===== src/sv/ktr_pkg.sv =====
// ----------------------------------------------------------------------------
// ktr_pkg
// Shared types, constants and the scan-code character ROM of the typematic
// repeat block.
// ----------------------------------------------------------------------------
`default_nettype none

package ktr_pkg;

  localparam int unsigned NumKeys        = 256;
  localparam int unsigned KeyW           = 8;
  localparam int unsigned TimeW          = 32;
  localparam int unsigned CfgW           = 16;
  localparam int unsigned CharW          = 8;

  localparam logic [CfgW-1:0] DelayRst    = 16'd400;
  localparam logic [CfgW-1:0] IntervalRst = 16'd75;

  // register indexes
  localparam logic RegInitialDelay  = 1'b0;
  localparam logic RegRepeatInterval = 1'b1;

  // control characters
  localparam logic [CharW-1:0] ChEsc  = 8'd27;
  localparam logic [CharW-1:0] ChBs   = 8'h08;
  localparam logic [CharW-1:0] ChTab  = 8'h09;
  localparam logic [CharW-1:0] ChCr   = 8'h0D;
  localparam logic [CharW-1:0] ChNone = 8'h00;

  typedef struct packed {
    logic             held;
    logic             rpt;
    logic [TimeW-1:0] stamp;
  } entry_t;

  function automatic logic [CharW-1:0] scan_char(input logic [KeyW-1:0] code);
    logic [CharW-1:0] ch;
    case (code)
      8'd1:    ch = ChEsc;
      8'd2:    ch = "1";
      8'd3:    ch = "2";
      8'd4:    ch = "3";
      8'd5:    ch = "4";
      8'd6:    ch = "5";
      8'd7:    ch = "6";
      8'd8:    ch = "7";
      8'd9:    ch = "8";
      8'd10:   ch = "9";
      8'd11:   ch = "0";
      8'd12:   ch = "-";
      8'd13:   ch = "=";
      8'd14:   ch = ChBs;
      8'd15:   ch = ChTab;
      8'd16:   ch = "Q";
      8'd17:   ch = "W";
      8'd18:   ch = "E";
      8'd19:   ch = "R";
      8'd20:   ch = "T";
      8'd21:   ch = "Y";
      8'd22:   ch = "U";
      8'd23:   ch = "I";
      8'd24:   ch = "O";
      8'd25:   ch = "P";
      8'd26:   ch = "[";
      8'd27:   ch = "]";
      8'd28:   ch = ChCr;
      8'd30:   ch = "A";
      8'd31:   ch = "S";
      8'd32:   ch = "D";
      8'd33:   ch = "F";
      8'd34:   ch = "G";
      8'd35:   ch = "H";
      8'd36:   ch = "J";
      8'd37:   ch = "K";
      8'd38:   ch = "L";
      8'd39:   ch = ";";
      8'd40:   ch = 8'h27;
      8'd43:   ch = 8'h5C;
      8'd44:   ch = "Z";
      8'd45:   ch = "X";
      8'd46:   ch = "C";
      8'd47:   ch = "V";
      8'd48:   ch = "B";
      8'd49:   ch = "N";
      8'd50:   ch = "M";
      8'd51:   ch = ",";
      8'd52:   ch = ".";
      8'd53:   ch = "/";
      8'd55:   ch = "*";
      8'd57:   ch = " ";
      default: ch = ChNone;
    endcase
    return ch;
  endfunction

endpackage

`default_nettype wire


===== src/sv/ktr_update.sv =====
// ----------------------------------------------------------------------------
// ktr_update
// Typematic rule: computes a key's next state and whether it emits.
// ----------------------------------------------------------------------------
`default_nettype none

module ktr_update (
  input  wire ktr_pkg::entry_t             cur_i,
  input  wire logic                        down_i,
  input  wire logic [ktr_pkg::TimeW-1:0]   now_i,
  input  wire logic [ktr_pkg::CfgW-1:0]    delay_i,
  input  wire logic [ktr_pkg::CfgW-1:0]    interval_i,
  output ktr_pkg::entry_t                  nxt_o,
  output logic                             emit_o
);

  logic [ktr_pkg::TimeW-1:0] elapsed;
  logic [ktr_pkg::CfgW-1:0]  limit;

  assign elapsed = now_i - cur_i.stamp;
  assign limit   = cur_i.rpt ? interval_i : delay_i;

  always_comb begin
    nxt_o  = cur_i;
    emit_o = 1'b0;
    if (!down_i) begin
      nxt_o.held = 1'b0;
    end else if (!cur_i.held) begin
      nxt_o.held  = 1'b1;
      nxt_o.rpt   = 1'b0;
      nxt_o.stamp = now_i;
      emit_o      = 1'b1;
    end else if (elapsed >= {{(ktr_pkg::TimeW-ktr_pkg::CfgW){1'b0}}, limit}) begin
      nxt_o.rpt   = 1'b1;
      nxt_o.stamp = now_i;
      emit_o      = 1'b1;
    end
  end

endmodule

`default_nettype wire


===== config.mk =====
export PLATFORM = sky130hd
export DESIGN_NAME = ktr_update
export DESIGN_NICKNAME = d
export VERILOG_FILES = /design/src/sv/ktr_pkg.sv /design/src/sv/ktr_update.sv
export SDC_FILE = /design/constraint.sdc
export NUM_CORES = 1
export LEC_CHECK = 0
export BUFFER_PORTS_ARGS = -buffer_cell sky130_fd_sc_hd__buf_2
export CORE_ASPECT_RATIO = 1.25
export CORE_MARGIN = 5
export CORE_UTILIZATION = 51
export DETAILED_ROUTE_END_ITERATION = 12
export PLACE_DENSITY_LB_ADDON = 0.2
export RECOVER_POWER = 100
export SLEW_MARGIN = 20
export SYNTH_ARGS = -nofsm -noshare
export SYNTH_HDL_FRONTEND = slang
export SYNTH_SLANG_ARGS = --single-unit

===== constraint.sdc =====
create_clock -name vclk -period 7.7
set_clock_uncertainty 0.15 [all_clocks]
set_input_delay 1.155 -clock vclk [all_inputs]
set_output_delay 1.155 -clock vclk [all_outputs]
set_load 0.02 [all_outputs]

Yosys cells after proc, flatten, opt, wreduce, memory -nomap -nowiden --
Cells that the tools add are included.
Storage, ports and cells: register bits 0, bits in latches 0, RAM bits 0, bits in read-only memories 0, input bits 99, output and inout bits 35, word-level logic and storage cells 10, memories 0
Operators by class: $add $sub $neg 1, multipliers 0, div/mod/pow operators 0, magnitude comparators 1, equality and inequality tests 0, shift operators 0, muxes and demuxes 8, bitwise gates (word level) 0, reductions and logical operators 0
Operator list (number):
- 33-bit 2-to-1 mux | 3
- 32-bit by 16-bit greater-or-equal comparator with 1-bit output | 1
- 32-bit subtractor | 1
- 16-bit 2-to-1 mux | 1
- 1-bit 2-to-1 mux | 4

Longest topological paths before layout --
depth in word-level cells 5, mapped depth 20, mapped depth without buffers 19

Worst setup path after synthesis --
OpenSTA, ideal clock, no wires.
path type input-to-output, start point input port now_i[0] in the netlist's numbering, end point output port nxt_o[1] in the netlist's numbering, arrival 5.132 ns, required time 6.395 ns, setup slack 1.263 ns, stages on the path 19, path buffers 1, path through inv_1 -> ha_1 -> fa_1 -> nor2b_4 -> o2111ai_1 -> a21oi_1 -> nor3_1 -> xnor2_1 -> ha_1 -> a21o_1 -> a21o_1 -> a211oi_1 -> o2111ai_1 -> a2111o_1 -> nor4_1 -> nand4_1 -> o31ai_4 -> buf_6 -> mux2i_1
RTL lines:
- start: declaration | line ktr_update.sv:10 | input wire logic [ktr_pkg::TimeW-1:0] now_i,
- end: declaration | line ktr_update.sv:13 | output ktr_pkg::entry_t nxt_o,

==> results.json <==
{
  "status": "complete, no violations",
  "core_area_um2": 5860,
  "n_clock_buffer": 0,
  "synth_cell_types": 56,
  "slew_violations": 0,
  "hpwl_um": 8490,
  "synth_mux_area_share_pct": 18.1,
  "max_freq_ghz": 0.140,
  "drc": 0,
  "setup_tns_ns": 0,
  "synthAdderAreaFrac_pct": 19.5,
  "syn_nets": 589,
  "cts_resized": 0,
  "rsz0062_at_grt": "false",
  "final_cell_area_um2": 3760,
  "cp.required_ns": 6.39,
  "ir_worst_vdd_v": 0.0000509,
  "track_usage_pct": 23.9,
  "hold_viol_final": 0,
  "drt_wl_total_um": 9640,
  "diodes": 0,
  "worst_setup_path_end_kind": "output pin",
  "avgSynthCellArea_um2": 7.04,
  "die_h_um": 97.3,
  "fin_ws_ns": 0.532,
  "leakage_uw": 0.00183,
  "p_per_area_nw_per_um2": 84.8,
  "cp_slowest_cell": "a21oi_1",
  "synthCells": 442,
  "portBuffers": 134,
  "worst_slew_margin_rel_pct": 61.5,
  "p_seq_share_pct": 0,
  "p_clk_share_pct": 0,
  "finalNetCount": 708,
  "vias": 3715,
  "synthSimpleGateAreaFrac_pct": 19.9,
  "grt_pass1_vias": 3686,
  "worstMarginPinSlew_ns": 0.571,
  "overflow": 0,
  "hold_buffers": 0,
  "pre_cts_ws_ns": 0.622,
  "postRouteAntennaNets": 0,
  "gp_congestion": 0.915,
  "syn2layout_area_growth_pct": 20.7,
  "dpl_cell_area_um2": 3800,
  "final.fill_count": 577,
  "period_minus_slack_ns": 7.17,
  "ios": 134,
  "grt_pass1_wl_um": 15900,
  "yosys_warnings": 0,
  "synth-xor-area-share_pct": 5.63,
  "detail_route.wl_per_cell_um": 15.0,
  "power.switching_uw": 184,
  "p_int_uw": 134,
  "cp.buffers_inverters": 3,
  "hold_slack_ns": 2.47,
  "syn_area_um2": 3110,
  "hp-class": "primary input to output pin",
  "max-cap-violations": 0,
  "critPathTopFamily": "compound AO/OA/AOI/OAI gates",
  "final_layout_size_suffix_gt1_share_pct": 25.2,
  "min_period_over_period_pct": 93.1,
  "swShare_pct": 57.8,
  "yosysSeqAreaShare_pct": 0,
  "grt_max_degree": 21,
  "synth_compound_area_share_pct": 28.7,
  "row_count": 31,
  "die_w_um": 79.9,
  "regArea_um2": 0,
  "seq_cell_count": 0,
  "firstDrtPassIters": 5,
  "crit_chain": "buf_2 > ha_1 > fa_1 > nor2b_1 > o2111ai_1 > a21oi_1 > nor3_1 > xnor2_1 > ha_1 > a21o_1 > a21o_1 > a211oi_1 > o2111ai_1 > a2111o_1 > nor4_1 > nand4_1 > o31ai_4 > buf_4 > mux2_2 > clkbuf_1",
  "viasPerCell": 5.80,
  "setup_viol": 0,
  "p_comb_share_pct": 100.0,
  "start_util_pct": 53.1,
  "post-cts-setup-buffers": 0,
  "antenna_found_initial": 0,
  "cp.arrival_ns": 5.86,
  "max_stage_delay_ns": 0.43,
  "drtIter0Drc": 174,
  "die_area_um2": 7770,
  "synth_top_family_by_area": "compound AO/OA/AOI/OAI gates",
  "worstPathMaxFanout": 20,
  "critPathLaunchType": "primary input",
  "post-route-util_pct": 64.1,
  "worstSetupPathType": "primary input to output pin"
}
==> cell usage in the layout (no fill, tap or decap), types with 13 or more instances in the layout <==
cell type and n:
a21oi_1 47, nand2_1 33, ha_1 47, inv_1 42, buf_2 103, mux2i_1 19, mux2_2 30, nor2_1 34
xnor2_1 13, o21ai_0 27, nand4_1 15, clkbuf_1 31
==> synthesized netlist by cell type (4+ instances only) <==
library cell	instances	area [um2]
a21oi_1	47	235
ha_1	47	588
inv_1	42	158
nor2_1	34	128
nand2_1	33	124
mux2_2	30	338
o21ai_0	27	135
mux2i_1	19	190
clkbuf_1	15	56.3
nand4_1	15	93.8
xnor2_1	13	114
o211ai_1	10	75.1
a21o_1	9	67.6
nand2b_1	8	50.1
nand3_1	7	35.0
xor2_1	7	61.3
a211oi_1	5	37.5
nor3_1	5	25.0
nor4_1	4	25.0
o21a_1	4	30.0
==> power by group through the flow <==
stage	clock (uW)	combinational, uW	sequential (uW)
detailed placement	0	320	0
global route	0	356	0
finish	0	319	0
global placement	0	315	0
floorplan	0	229	0
CTS	0	322	0
==> final timing paths <==
check                 startpoint        end  slack, ns  cells after the start
worst max-delay path    cur_i[0]  nxt_o[13]       0.53                     20
worst min-delay path      down_i  nxt_o[33]       2.47                      2
==> routing by layer <==
layer | global-route usage (%) | up-vias | routed length [um]
met4 | 4.03 | 0 | 61
met2 | 47.3 | 129 | 5200
met1 | 27.3 | 1700 | 3860
met5 | 0 | - | 0
li1 | - | 1880 | -
met3 | 1.76 | 6 | 517
==> kinds of logic (layout without fill, tap and decap cells) <==
family / after synthesis / in the layout
XOR/XNOR: 20 / 20
adder cells (fa/ha/maj): 48 / 48
multiplexers: 52 / 52
AO/OA/AOI/OAI: 137 / 137
buffers and inverters: 61 / 178
AND/OR/NAND/NOR: 124 / 124
==> layout make-up <==
| type | instances | area (um2) | area share, % |
|---|---|---|---|
| well taps | 82 | 103 | 2.73 |
| repair buffers | 136 | 647 | 17.2 |
| inverters | 42 | 158 | 4.20 |
| multi-input cells | 381 | 2850 | 75.8 |
==> per-stage QoR <==
stage	cells	total power (uW)
3_3_place_gp	641	316
3_5_place_dp	641	320
4_1_cts	641	322
5_1_grt	641	356
6_report	641	319
2_1_floorplan	442	229
Note: power is estimated with default switching activity, not from simulation.
